<file path="src/lgs_pkg.sv">
// Shared types, constants and the B3/S23 rule for the Life generation stencil.
`default_nettype none

package lgs_pkg;

    // Width of the side length register and of the emitted row/column indexes
    localparam int SIDE_W = 6;
    localparam int IDX_W  = 5;

    // Side length after reset
    localparam logic [SIDE_W-1:0] SIDE_RESET = 6'd32;

    // Neighbor counts of the rule
    localparam logic [3:0] BIRTH_COUNT = 4'd3;
    localparam logic [3:0] KEEP_COUNT  = 4'd2;

    // One column of both line stores
    typedef struct packed {
        logic newer;
        logic older;
    } t_line_bits;

    // Control of one line store cell
    typedef struct packed {
        logic shift;
        logic sel;
    } t_cell_ctrl;

    // One column entering the 3x3 window
    typedef struct packed {
        logic top;
        logic mid;
        logic bot;
    } t_win_col;

    // Control of the window
    typedef struct packed {
        logic shift;
        logic clear;
    } t_win_ctrl;

    // Next state of one cell from its live neighbor count and its own value
    function automatic logic life_rule(input logic [3:0] count, input logic center);
        logic next;
        if (count == BIRTH_COUNT) begin
            next = 1'b1;
        end else if (count == KEEP_COUNT) begin
            next = center;
        end else begin
            next = 1'b0;
        end
        return next;
    endfunction

endpackage

`default_nettype wire

</file>
<file path="src/lgs_line_cell.sv">
// One cell of the line store chain: holds one column of the newer and older rows.
`default_nettype none

module lgs_line_cell
    import lgs_pkg::*;
(
    input  wire logic       i_clk,
    input  wire t_cell_ctrl i_ctrl,
    input  wire t_line_bits i_ins,
    input  wire t_line_bits i_prev,
    output t_line_bits      o_data
);

    t_line_bits r_data;
    t_line_bits n_data;

    // Take the fresh column at the insertion point, else the left neighbor
    always_comb begin
        n_data = i_ctrl.sel ? i_ins : i_prev;
    end

    // Advance only when shift is set: on each slot that moves, except the right-edge slot
    always_ff @(posedge i_clk) begin
        if (i_ctrl.shift) begin
            r_data <= n_data;
        end
    end

    assign o_data = r_data;

endmodule

`default_nettype wire

</file>
<file path="src/lgs_window.sv">
// 3x3 neighborhood window with the neighbor count and the B3/S23 rule.
`default_nettype none

module lgs_window
    import lgs_pkg::*;
(
    input  wire logic      i_clk,
    input  wire t_win_ctrl i_ctrl,
    input  wire t_win_col  i_col,
    output logic           o_next,
    output logic           o_center
);

    t_win_col   r_win [3];
    logic [3:0] count;

    // Shift columns left; drop the old columns at the start of a row
    always_ff @(posedge i_clk) begin
        if (i_ctrl.shift) begin
            if (i_ctrl.clear) begin
                r_win[0] <= '0;
                r_win[1] <= '0;
            end else begin
                r_win[0] <= r_win[1];
                r_win[1] <= r_win[2];
            end
            r_win[2] <= i_col;
        end
    end

    // Count the eight neighbors of the center
    always_comb begin
        count = 4'(r_win[0].top) + 4'(r_win[0].mid) + 4'(r_win[0].bot)
              + 4'(r_win[1].top) + 4'(r_win[1].bot)
              + 4'(r_win[2].top) + 4'(r_win[2].mid) + 4'(r_win[2].bot);
    end

    assign o_center = r_win[1].mid;
    assign o_next   = life_rule(count, r_win[1].mid);

endmodule

`default_nettype wire

</file>
<file path="src/life_generation_stencil.sv">
// Top level of the streaming Life (B3/S23) next-generation stencil.
`default_nettype none

// Takes one generation of a square grid of side S (register side_length, 0 acts as 1,
// values above GRID_MAX act as GRID_MAX) as a raster stream of cells and returns the
// next generation in raster order, one row behind the input, with row and column
// indexes, a burst end mark, a frame end mark and, on the frame end, whether any cell
// changed. A scan sequencer walks one grid slot per cycle unless stalled: S input slots per
// row plus one right-edge slot, and after the last row one more row of S+1 slots that
// drains it with dead cells below; each slot yields at most one result, so a frame walks
// (S+1)*(S+1) slots for S*S cells. Input is stalled in the right-edge and drain slots
// and when the output is blocked. Results pass through the stage 1 register and the
// output register. The two line stores are a chain of GRID_MAX cells whose insertion
// point the side length selects; they need no clearing pass, since rows are read only
// after they are written. A register write restarts the frame at row 0, column 0.
module life_generation_stencil
    import lgs_pkg::*;
#(
    parameter int GRID_MAX = 32
) (
    input  wire logic              i_clk,
    input  wire logic              i_rst_n,
    input  wire logic              i_cfg_wr_en,
    input  wire logic [SIDE_W-1:0] i_cfg_wr_data,
    input  wire logic              i_valid,
    input  wire logic              i_cell_alive,
    output logic                   o_stall,
    output logic                   o_valid,
    output logic                   o_next_alive,
    output logic [IDX_W-1:0]       o_cell_row,
    output logic [IDX_W-1:0]       o_cell_column,
    output logic                   o_end_of_burst,
    output logic                   o_end_of_frame,
    output logic                   o_frame_changed,
    input  wire logic              i_stall
);

    localparam int CW = $clog2(GRID_MAX + 1);
    localparam int AW = $clog2(GRID_MAX);
    localparam logic [CW-1:0]     GMAX_C = CW'(GRID_MAX);
    localparam logic [SIDE_W-1:0] GMAX_S = SIDE_W'(GRID_MAX);

    typedef struct packed {
        logic [IDX_W-1:0] row;
        logic [IDX_W-1:0] col;
        logic             eob;
        logic             eof;
    } t_tag;

    logic [SIDE_W-1:0] r_side;
    logic [CW-1:0]     r_row;
    logic [CW-1:0]     r_col;
    logic [CW-1:0]     n_row;
    logic [CW-1:0]     n_col;
    logic              r_s1_valid;
    t_tag              r_s1_tag;
    logic              r_o_valid;
    logic              r_o_next;
    t_tag              r_o_tag;
    logic              r_o_changed;
    logic              r_change;

    logic [CW-1:0] side;
    logic [CW-1:0] side_last;
    logic [AW-1:0] ins_idx;
    logic          phantom_col;
    logic          phantom_row;
    logic          real_pos;
    logic          out_free;
    logic          s1_free;
    logic          adv;
    logic          emit;
    t_tag          tag;

    t_line_bits chain [GRID_MAX];
    t_line_bits chain_out;
    t_line_bits line_ins;
    logic       line_shift;
    t_win_col   win_col;
    t_win_ctrl  win_ctrl;
    logic       win_next;
    logic       win_center;
    logic       diff;

    // Clamp the side length into the supported range
    always_comb begin
        if (r_side == '0) begin
            side = CW'(1);
        end else if (r_side > GMAX_S) begin
            side = GMAX_C;
        end else begin
            side = CW'(r_side);
        end
        side_last = side - CW'(1);
        ins_idx   = AW'(GMAX_C - side);
    end

    // Classify the current scan slot
    assign phantom_col = (r_col == side);
    assign phantom_row = (r_row == side);
    assign real_pos    = !phantom_col && !phantom_row;

    // Handshake: stage 1 moves when empty or when the output register frees up
    assign out_free = !r_o_valid || !i_stall;
    assign s1_free  = !r_s1_valid || out_free;
    assign adv      = s1_free && (!real_pos || i_valid);
    assign o_stall  = !(s1_free && real_pos);

    // Next scan slot
    always_comb begin
        n_row = r_row;
        n_col = r_col;
        if (phantom_col) begin
            n_col = '0;
            n_row = phantom_row ? '0 : r_row + CW'(1);
        end else begin
            n_col = r_col + CW'(1);
        end
    end

    // Result tag of this slot: the window center sits one row up and one column left
    always_comb begin
        emit    = (r_row != '0) && (r_col != '0);
        tag.row = IDX_W'(r_row - CW'(1));
        tag.col = IDX_W'(r_col - CW'(1));
        if (phantom_col) begin
            tag.eob = (r_row != side_last);
        end else begin
            tag.eob = !phantom_row && (r_col != side_last);
        end
        tag.eof = phantom_row && phantom_col;
    end

    // Line store chain: newer row from the input, older row from the chain end
    assign chain_out      = chain[GRID_MAX-1];
    assign line_shift     = adv && !phantom_col;
    assign line_ins.newer = phantom_row ? 1'b0 : i_cell_alive;
    assign line_ins.older = chain_out.newer;

    for (genvar j = 0; j < GRID_MAX; j++) begin : g_cell
        t_cell_ctrl cell_ctrl;
        t_line_bits prev;
        assign cell_ctrl.shift = line_shift;
        assign cell_ctrl.sel   = (ins_idx == AW'(j));
        if (j == 0) begin : g_first
            assign prev = '0;
        end else begin : g_next
            assign prev = chain[j-1];
        end
        lgs_line_cell u_cell (
            .i_clk  (i_clk),
            .i_ctrl (cell_ctrl),
            .i_ins  (line_ins),
            .i_prev (prev),
            .o_data (chain[j])
        );
    end

    // Column entering the window; rows not yet written read as dead
    always_comb begin
        win_col = '0;
        if (!phantom_col) begin
            win_col.top = (r_row >= CW'(2)) ? chain_out.older : 1'b0;
            win_col.mid = (r_row != '0) ? chain_out.newer : 1'b0;
            win_col.bot = phantom_row ? 1'b0 : i_cell_alive;
        end
        win_ctrl.shift = adv;
        win_ctrl.clear = (r_col == '0);
    end

    lgs_window u_window (
        .i_clk    (i_clk),
        .i_ctrl   (win_ctrl),
        .i_col    (win_col),
        .o_next   (win_next),
        .o_center (win_center)
    );

    assign diff = win_next ^ win_center;

    // Control: configuration, scan counters, stage valids and change flag
    always_ff @(posedge i_clk) begin
        if (!i_rst_n) begin
            r_side     <= SIDE_RESET;
            r_row      <= '0;
            r_col      <= '0;
            r_s1_valid <= 1'b0;
            r_o_valid  <= 1'b0;
            r_change   <= 1'b0;
        end else begin
            if (s1_free) begin
                r_s1_valid <= adv && emit;
            end
            if (out_free) begin
                r_o_valid <= r_s1_valid;
            end
            if (i_cfg_wr_en) begin
                r_side   <= i_cfg_wr_data;
                r_row    <= '0;
                r_col    <= '0;
                r_change <= 1'b0;
            end else begin
                if (out_free && r_s1_valid) begin
                    r_change <= r_s1_tag.eof ? 1'b0 : (r_change | diff);
                end
                if (adv) begin
                    r_row <= n_row;
                    r_col <= n_col;
                end
            end
        end
    end

    // Payload: hold the slot tag, then the finished result
    always_ff @(posedge i_clk) begin
        if (adv) begin
            r_s1_tag <= tag;
        end
        if (out_free && r_s1_valid) begin
            r_o_next    <= win_next;
            r_o_tag     <= r_s1_tag;
            r_o_changed <= r_s1_tag.eof && (r_change | diff);
        end
    end

    assign o_valid         = r_o_valid;
    assign o_next_alive    = r_o_next;
    assign o_cell_row      = r_o_tag.row;
    assign o_cell_column   = r_o_tag.col;
    assign o_end_of_burst  = r_o_tag.eob;
    assign o_end_of_frame  = r_o_tag.eof;
    assign o_frame_changed = r_o_changed;

endmodule

`default_nettype wire

</file>
<file path="config.mk">
export PLATFORM = sky130hd
export DESIGN_NAME = life_generation_stencil
export DESIGN_NICKNAME = d
export VERILOG_FILES = /design/src/lgs_pkg.sv /design/src/lgs_line_cell.sv /design/src/lgs_window.sv /design/src/life_generation_stencil.sv
export SDC_FILE = /design/constraint.sdc
export NUM_CORES = 1
export LEC_CHECK = 0
export ABC_AREA = 1
export ABC_CLOCK_PERIOD_IN_PS = 6300
export BUFFER_PORTS_ARGS = -buffer_cell sky130_fd_sc_hd__buf_2
export CORE_MARGIN = 2
export CORE_UTILIZATION = 61
export DETAILED_ROUTE_END_ITERATION = 8
export HOLD_SLACK_MARGIN = 0.08
export PLACE_DENSITY = 0.79
export SETUP_SLACK_MARGIN = 0.02
export SYNTH_ARGS = -nofsm -noshare
export SYNTH_HDL_FRONTEND = slang
export SYNTH_SLANG_ARGS = --single-unit
export TNS_END_PERCENT = 30
</file>
<file path="constraint.sdc">
create_clock -name i_clk -period 6.3 [get_ports i_clk]
set_input_delay 1.26 -clock i_clk [delete_from_list [all_inputs] [get_ports i_clk]]
set_output_delay 1.26 -clock i_clk [all_outputs]
set_load 0.05 [all_outputs]
</file>
==> metrics.txt, run 1 <==
# TYPE chip_impl_metric gauge
chip_impl_info{name="outcome",value="finished clean"} 1
chip_impl_metric{name="area.growth.synth_to_final",unit="%"} 14.8
chip_impl_metric{name="drc_errors",unit=""} 0
chip_impl_metric{name="worst_slew_pin_slew",unit="ps"} 1140
chip_impl_metric{name="synth_top_cell_area_share",unit="%"} 51.2
chip_impl_metric{name="worst_ep_required_time",unit="ps"} 5040
chip_impl_metric{name="drv_slew",unit=""} 0
chip_impl_metric{name="cp_data_arrival_time",unit="ps"} 2750
chip_impl_metric{name="cap_violations",unit=""} 0
chip_impl_metric{name="avgRoutedWirePerCell",unit="um"} 15.6
chip_impl_metric{name="total_power",unit="mW"} 2.39
chip_impl_info{name="leading_cell_types_by_count_after_synthesis",value="sky130_fd_sc_hd__nand2_1 (132), sky130_fd_sc_hd__edfxtp_1 (99), sky130_fd_sc_hd__nor2_1 (69), sky130_fd_sc_hd__o21ai_0 (69), sky130_fd_sc_hd__inv_1 (53)"} 1
chip_impl_info{name="dominantRegCellSynth",value="sky130_fd_sc_hd__edfxtp_1"} 1
chip_impl_metric{name="min_period_over_period",unit="%"} 63.7
chip_impl_metric{name="postRouteAntennaNets",unit=""} 0
chip_impl_metric{name="place_worst_setup_slack",unit="ps"} 2890
chip_impl_info{name="yosys.cell_count.top_type",value="sky130_fd_sc_hd__nand2_1"} 1
chip_impl_metric{name="clock_power_share",unit="%"} 42.0
chip_impl_metric{name="synth_cell_type_count",unit=""} 34
chip_impl_metric{name="grt_pass1_vias",unit=""} 4143
chip_impl_metric{name="leakagePower",unit="nW"} 2.74
chip_impl_metric{name="cts_sinks",unit=""} 120
chip_impl_info{name="netlist.top_cell.by_area",value="sky130_fd_sc_hd__edfxtp_1"} 1
chip_impl_metric{name="fin_crit",unit="ps"} 4010
chip_impl_metric{name="gp_congestion",unit=""} 0.868
chip_impl_metric{name="dr_total_vias",unit=""} 4221
chip_impl_metric{name="intPower",unit="mW"} 1.76
chip_impl_metric{name="post_route_cells_drive_above_1_share",unit="%"} 12.6
chip_impl_metric{name="drt_pre_antenna_iters",unit=""} 6
chip_impl_metric{name="setup_violations",unit=""} 0
chip_impl_metric{name="synth-async-reset-ratio",unit="%"} 0
chip_impl_metric{name="finalNetCount",unit=""} 654
chip_impl_metric{name="clock_buffers_created_by_tritoncts",unit=""} 17
chip_impl_info{name="crit_path_end_kind",value="primary output"} 1
chip_impl_metric{name="synth_seq_cells",unit=""} 120
chip_impl_metric{name="cts_max_level",unit=""} 4
chip_impl_metric{name="grt_overflow_total",unit=""} 0
chip_impl_metric{name="die_area",unit="um^2"} 10300
chip_impl_metric{name="synthesis.area_per_instance",unit="um^2"} 9.84
chip_impl_metric{name="multiInputGateArea",unit="um^2"} 2130
chip_impl_metric{name="maxSlewHeadroom",unit="%"} 23.7
chip_impl_info{name="ctsRootBufferMaster",value="sky130_fd_sc_hd__clkbuf_8"} 1
chip_impl_metric{name="die_y",unit="um"} 102
chip_impl_metric{name="post-route-worst-setup-slack",unit="ps"} 2290
chip_impl_metric{name="post-cts-setup-buffer-count",unit=""} 0
chip_impl_info{name="tritoncts_clock_tree",value="yes"} 1
chip_impl_metric{name="p_switching",unit="uW"} 630
chip_impl_metric{name="clock_insertion_delay_worst_skew",unit="ps"} 540
chip_impl_metric{name="timing_hold_violations_final",unit=""} 0
chip_impl_info{name="grt_setup_unrepaired",value="false"} 1
chip_impl_metric{name="ys_warn_count",unit=""} 0
chip_impl_metric{name="start_util",unit="%"} 62.8
chip_impl_metric{name="share_of_the_yosys_chip_area_belonging_to_registers",unit="%"} 58.5
chip_impl_metric{name="holdBufCountCts",unit=""} 0
chip_impl_metric{name="postLayoutCoreUtil",unit="%"} 72.1
chip_impl_metric{name="nFillCells",unit=""} 656
chip_impl_info{name="min_path_type",value="reg2reg"} 1
chip_impl_metric{name="count_of_mapped_cells_out_of_synthesis",unit=""} 590
chip_impl_metric{name="clk_pin_slew",unit="ps"} 60
chip_impl_metric{name="n_antenna_cell",unit=""} 0
chip_impl_metric{name="routed_via_density",unit=""} 5.51
chip_impl_metric{name="mappedNetlistNets",unit=""} 620
chip_impl_metric{name="core_area",unit="um^2"} 9240
chip_impl_metric{name="p_per_area",unit="nW/um^2"} 359
chip_impl_metric{name="fin_tns_setup",unit="ps"} 0
chip_impl_metric{name="power_frac_seq",unit="%"} 44.0
chip_impl_metric{name="final-seq-area",unit="um^2"} 3390
chip_impl_metric{name="synth-edff-count",unit=""} 99
chip_impl_metric{name="mappedNetlistArea",unit="um^2"} 5800
chip_impl_metric{name="postRouteWirelength",unit="mm"} 12.0
chip_impl_info{name="critPathKind",value="reg2out"} 1
chip_impl_metric{name="first_iter_violations",unit=""} 311
chip_impl_info{name="yosys-top-cells-area",value="sky130_fd_sc_hd__edfxtp_1 (51%), sky130_fd_sc_hd__nand2_1 (8.5%), sky130_fd_sc_hd__dfxtp_1 (7.2%)"} 1
chip_impl_metric{name="worstPathMaxFanout",unit=""} 14
chip_impl_metric{name="clock_tree.buffer_depth",unit=""} 2
chip_impl_metric{name="io_pins",unit=""} 28
chip_impl_metric{name="gr-usage-all-layers",unit="%"} 25.1
chip_impl_metric{name="largest_net_degree_at_the_start_of_global_routing",unit=""} 65
chip_impl_info{name="cp-start-kind",value="register"} 1
chip_impl_metric{name="placementRows",unit=""} 35
chip_impl_metric{name="cts_resized",unit=""} 0
chip_impl_metric{name="place.detailed.hpwl",unit="mm"} 7.55
chip_impl_metric{name="finClkSkew",unit="ps"} 5.56
chip_impl_metric{name="combPwrFrac",unit="%"} 14.0
chip_impl_metric{name="power.share.switching",unit="%"} 26.3
chip_impl_metric{name="max-vdd-ir-drop",unit="mV"} 0.198
chip_impl_metric{name="hold-worst-slack",unit="ps"} 418
chip_impl_metric{name="clock.fmax",unit="GHz"} 0.249
chip_impl_metric{name="die_x",unit="um"} 102
chip_impl_metric{name="grt_antenna_before_repair",unit=""} 0
chip_impl_metric{name="grt_first_pass_wirelength",unit="mm"} 19.7
chip_impl_metric{name="portBuffers",unit=""} 27
-- registers in the layout, indices dropped and copies added, names as in the netlist, 5 cells and up --
name,count
o_cell_column,5
g_cell.u_cell.o_data,64
o_cell_row,5
r_side,6
u_window.r_win,9
r_row,6
r_s1_tag,12
r_col,6
-- power groups by stage --
| stage | clock [mW] | sequential, mW | combinational, mW |
|---|---|---|---|
| 4_1_cts | 1.01 | 1.05 | 0.335 |
| 3_5_place_dp | 0 | 1.07 | 0.326 |
| 2_1_floorplan | 0 | 1.06 | 0.250 |
| 6_report | 1.01 | 1.05 | 0.335 |
| 5_1_grt | 1.04 | 1.06 | 0.377 |
| 3_3_place_gp | 0 | 1.06 | 0.309 |
-- path summary, 6_finish.rpt --
path	to	slack, ps	cells past startpoint	from
setup reg to reg	o_frame_changed	2920	12	u_window.r_win[0][2]
setup / recovery	o_stall	2290	11	r_col[4]
hold / removal	o_cell_column[1]	420	0	r_s1_tag[3]
hold reg to reg	o_cell_column[1]	420	0	r_s1_tag[3]
-- cell families after synthesis --
group                      share of synthesized area (%)
xor gates and xnor gates                            4.07
and+or+nand+nor                                     20.1
buffers and inverters                               5.00
AOI/OAI and AO/OA                                   7.95
adders and majority gates                           4.40
DFF                                                 58.5
-- placed cells by master (no fill, tap or decap), types with 4 or more instances in the layout --
cell and count:
sky130_fd_sc_hd__nand2_1 132, sky130_fd_sc_hd__edfxtp_1 99, sky130_fd_sc_hd__o21ai_0 69, sky130_fd_sc_hd__nor2_1 68
sky130_fd_sc_hd__inv_1 53, sky130_fd_sc_hd__nand3_1 42, sky130_fd_sc_hd__buf_2 27, sky130_fd_sc_hd__dfxtp_1 21
sky130_fd_sc_hd__xor2_1 20, sky130_fd_sc_hd__clkbuf_16 16, sky130_fd_sc_hd__a21oi_1 15, sky130_fd_sc_hd__ha_1 14
sky130_fd_sc_hd__nand2_2 5, sky130_fd_sc_hd__nor3_1 5, sky130_fd_sc_hd__nor2_4 4, sky130_fd_sc_hd__nand4_1 4
sky130_fd_sc_hd__fa_1 4, sky130_fd_sc_hd__bufinv_16 4
-- cell type report --
type / count / share of cell area, %
Clock inverter: 14 / 2.99
Multi-Input combinational cell: 400 / 31.9
Inverter: 56 / 3.19
Tap cell: 129 / 2.42
Timing Repair Buffer: 29 / 2.25
Clock buffer: 18 / 6.27
Sequential cell: 120 / 50.9
-- metrics by stage --
| step | std cells | cell area [um^2] |
|---|---|---|
| final | 766 | 6660 |
| after floorplan | 590 | 5800 |
| after global routing | 766 | 6660 |
| after global placement | 734 | 6050 |
| after CTS | 766 | 6660 |
| after detailed placement | 734 | 6050 |
-- critical path, stage by stage, from the launching register on --
cell and delay [ps]:
sky130_fd_sc_hd__dfxtp_1 470, sky130_fd_sc_hd__inv_1 170, sky130_fd_sc_hd__nand3_1 110, sky130_fd_sc_hd__nand2_1 60
sky130_fd_sc_hd__nor2_1 110, sky130_fd_sc_hd__nand3_1 100, sky130_fd_sc_hd__nor2_1 150, sky130_fd_sc_hd__nand2_2 130
sky130_fd_sc_hd__inv_1 420, sky130_fd_sc_hd__nor2_1 140, sky130_fd_sc_hd__nand2_1 80, sky130_fd_sc_hd__buf_2 260
-- routing by layer --
metal  up-vias  global-route usage (%)  share of wire (%)
met3        23                    7.04                5.3
met5         -                       0                  0
met4         0                    8.63                1.8
li1       2054                       -                  -
met2       142                    40.0                 50
met1      2002                    33.4                 43
Power figures use the tool's default switching activity.
==> inputs of run 2 (changes only) <==
--- a/config.mk
+++ b/config.mk
@@ -6,7 +6,7 @@
 export NUM_CORES = 1
 export LEC_CHECK = 0
 export ABC_AREA = 1
-export ABC_CLOCK_PERIOD_IN_PS = 6300
+export ABC_CLOCK_PERIOD_IN_PS = 4100
 export BUFFER_PORTS_ARGS = -buffer_cell sky130_fd_sc_hd__buf_2
 export CORE_MARGIN = 2
 export CORE_UTILIZATION = 61
==> constraint.sdc (replaced) <==
create_clock -name i_clk -period 4.1 [get_ports i_clk]
set_input_delay 0.82 -clock i_clk [delete_from_list [all_inputs] [get_ports i_clk]]
set_output_delay 0.82 -clock i_clk [all_outputs]
set_load 0.05 [all_outputs]
==> run 2 against run 1 <==
  * Critical path depth unchanged
  * Routed wire length up 1.5%
  * Global-route usage rose by 0.11 points
  * Via count rose by 1.7%
  * Cell area up 1.2%
  * Combinational power rose by 56%
  * Utilization is 0.84 points higher
  * First-iteration DRC count is 57% higher
  * Flip-flop and latch count stayed put
  * Worst setup slack got worse by 1700 ps
  * Critical path type unchanged
  * Largest cell class unchanged
  * Largest power group is now clock
==> metrics.txt, run 2 (same netlist as run 1, synthesis figures left out) <==
# TYPE chip_impl_metric gauge
chip_impl_metric{name="die_x",unit="um"} 102
chip_impl_info{name="grt_setup_unrepaired",value="false"} 1
chip_impl_metric{name="p_per_area",unit="nW/um^2"} 569
chip_impl_metric{name="hold-worst-slack",unit="ps"} 416
chip_impl_info{name="cp_slowest_cell",value="sky130_fd_sc_hd__dfxtp_1"} 1
chip_impl_metric{name="drt_pre_antenna_iters",unit=""} 5
chip_impl_metric{name="cts_max_level",unit=""} 4
chip_impl_info{name="crit_path_end_kind",value="primary output"} 1
chip_impl_metric{name="clk_pin_slew",unit="ps"} 60
chip_impl_metric{name="setup_violations",unit=""} 0
chip_impl_metric{name="dr_total_vias",unit=""} 4292
chip_impl_metric{name="grt_overflow_total",unit=""} 0
chip_impl_metric{name="io_pins",unit=""} 28
chip_impl_metric{name="max-vdd-ir-drop",unit="mV"} 0.266
chip_impl_metric{name="timing.critical_path.slowest_cell_delay",unit="ps"} 520
chip_impl_metric{name="postRouteAntennaNets",unit=""} 0
chip_impl_metric{name="maxSlewHeadroom",unit="%"} 18.5
chip_impl_metric{name="fraction_of_met1_tracks_used_by_global_routing",unit="%"} 33.5
chip_impl_metric{name="largest_register_ffs",unit=""} 64
chip_impl_metric{name="drc_errors",unit=""} 0
chip_impl_metric{name="finalNetCount",unit=""} 655
chip_impl_info{name="cp-start-kind",value="register"} 1
chip_impl_metric{name="portBuffers",unit=""} 27
chip_impl_info{name="min_path_type",value="reg2reg"} 1
chip_impl_metric{name="grt.met3_usage",unit="%"} 5.94
chip_impl_metric{name="reg2reg_slack",unit="ps"} 720
chip_impl_info{name="critPathKind",value="reg2out"} 1
chip_impl_info{name="tritoncts_clock_tree",value="yes"} 1
chip_impl_metric{name="drv_slew",unit=""} 0
chip_impl_metric{name="holdBufCountCts",unit=""} 0
chip_impl_metric{name="final_cells",unit=""} 767
chip_impl_info{name="layout.cells.most_common_list",value="sky130_fd_sc_hd__nand2_1 (132), sky130_fd_sc_hd__edfxtp_1 (99), sky130_fd_sc_hd__o21ai_0 (69)"} 1
chip_impl_metric{name="grt_first_pass_wirelength",unit="mm"} 19.6
chip_impl_metric{name="routed_via_density",unit=""} 5.60
chip_impl_metric{name="clock_insertion_delay_worst_skew",unit="ps"} 540
chip_impl_metric{name="cp_data_arrival_time",unit="ps"} 2740
chip_impl_metric{name="grt_pass1_vias",unit=""} 4073
chip_impl_metric{name="fin_crit",unit="ps"} 3560
chip_impl_metric{name="fin_tns_setup",unit="ps"} 0
chip_impl_metric{name="groute.layer.met2.usage",unit="%"} 40.6
chip_impl_metric{name="avgRoutedWirePerCell",unit="um"} 15.8
chip_impl_metric{name="cap_violations",unit=""} 0
chip_impl_metric{name="post-cts-setup-buffer-count",unit=""} 0
chip_impl_metric{name="clock.fmax",unit="GHz"} 0.281
chip_impl_metric{name="n_antenna_cell",unit=""} 0
chip_impl_metric{name="postLayoutCoreUtil",unit="%"} 72.9
chip_impl_metric{name="post_route_cells_drive_above_1_share",unit="%"} 12.7
chip_impl_metric{name="area.growth.synth_to_final",unit="%"} 16.1
chip_impl_info{name="layout_commonest_cell",value="sky130_fd_sc_hd__nand2_1"} 1
chip_impl_metric{name="postRouteWirelength",unit="mm"} 12.1
chip_impl_metric{name="finClkSkew",unit="ps"} 16.1
chip_impl_metric{name="min_period_over_period",unit="%"} 86.8
chip_impl_info{name="critical-path-top-cell-by-count",value="sky130_fd_sc_hd__inv_1"} 1
chip_impl_metric{name="first_iter_violations",unit=""} 488
chip_impl_metric{name="die_area",unit="um^2"} 10300
chip_impl_metric{name="worst_ep_required_time",unit="ps"} 3280
chip_impl_metric{name="clock_tree.buffer_depth",unit=""} 2
chip_impl_metric{name="timing_hold_violations_final",unit=""} 0
chip_impl_metric{name="gr-usage-all-layers",unit="%"} 25.2
chip_impl_metric{name="placementRows",unit=""} 35
chip_impl_info{name="outcome",value="finished clean"} 1
chip_impl_metric{name="clock_buffers_created_by_tritoncts",unit=""} 17
chip_impl_metric{name="core_area",unit="um^2"} 9240
chip_impl_metric{name="worst_slew_pin_slew",unit="ps"} 1220
chip_impl_info{name="ctsRootBufferMaster",value="sky130_fd_sc_hd__clkbuf_8"} 1
chip_impl_metric{name="largest_net_degree_at_the_start_of_global_routing",unit=""} 43
chip_impl_metric{name="cts_sinks",unit=""} 120
chip_impl_metric{name="total_power",unit="mW"} 3.84
chip_impl_info{name="critical_path.cell_chain",value="inv_1 -> nand3_1 -> nand2_1 -> inv_1 -> nand3_1 -> nor2_1 -> nand2_2 -> inv_1 -> nor2_1 -> nand2_1 -> buf_2"} 1
chip_impl_metric{name="worstPathMaxFanout",unit=""} 14
chip_impl_metric{name="die_y",unit="um"} 102
chip_impl_metric{name="grt_antenna_before_repair",unit=""} 0
chip_impl_metric{name="gp_congestion",unit=""} 0.892
chip_impl_metric{name="place.detailed.hpwl",unit="mm"} 7.65
chip_impl_metric{name="leakagePower",unit="nW"} 2.78
chip_impl_info{name="grt.busiest_layer",value="met2"} 1
chip_impl_metric{name="start_util",unit="%"} 62.8
chip_impl_metric{name="cts_resized",unit=""} 0
chip_impl_metric{name="dp_cells",unit=""} 735
## run 2: cell count changes in the layout (fill, tap and decap cells not counted)
cell                         delta
sky130_fd_sc_hd__bufinv_16      +2
sky130_fd_sc_hd__clkbuf_8       +1
sky130_fd_sc_hd__buf_12         +1
sky130_fd_sc_hd__clkinv_2       -2
sky130_fd_sc_hd__clkinv_4       +1
sky130_fd_sc_hd__clkinvlp_4     -2
## run 2: path summary, 6_finish.rpt
path / from / to / depth (start not counted)
setup / recovery: r_col[2] / o_stall / 11
hold / removal: r_s1_tag[8] / o_cell_row[1] / 0
setup reg to reg: u_window.r_win[0][2] / o_frame_changed / 12
hold reg to reg: r_s1_tag[8] / o_cell_row[1] / 0
## run 2: area by class of cell
type | instances | area, um^2
tap | 129 | 161
multi-input combinational | 400 | 2130
clock buffer | 19 | 432
clock inverter | 13 | 243
inverter | 56 | 213
timing repair buffer | 30 | 170
sequential | 120 | 3390
fill | 651 | 2500
## run 2: report_power, final
part	internal, mW	switching, mW
Clock	1.14	0.561
Sequential	1.55	0.0626
Combinational	0.165	0.358
## run 2: through the flow
stage	instance area, um^2	setup slack (ps)
after floorplan	5810	717
after global placement	6070	794
after detailed placement	6070	685
after CTS	6740	583
after global routing	6740	429
final	6740	540
## run 2: worst max-delay path: cells and delay by family, from the launching register on
kind                   cells  cell delay [ps]
DFF                        1              520
and+or+nand+nor            7              740
buffers and inverters      4              920
## run 2: metal layers
layer	routed length, um	vias to the layer above
met1	5280	2061
li1	-	2059
met4	148	0
met3	715	16
met2	6000	156
met5	0	-
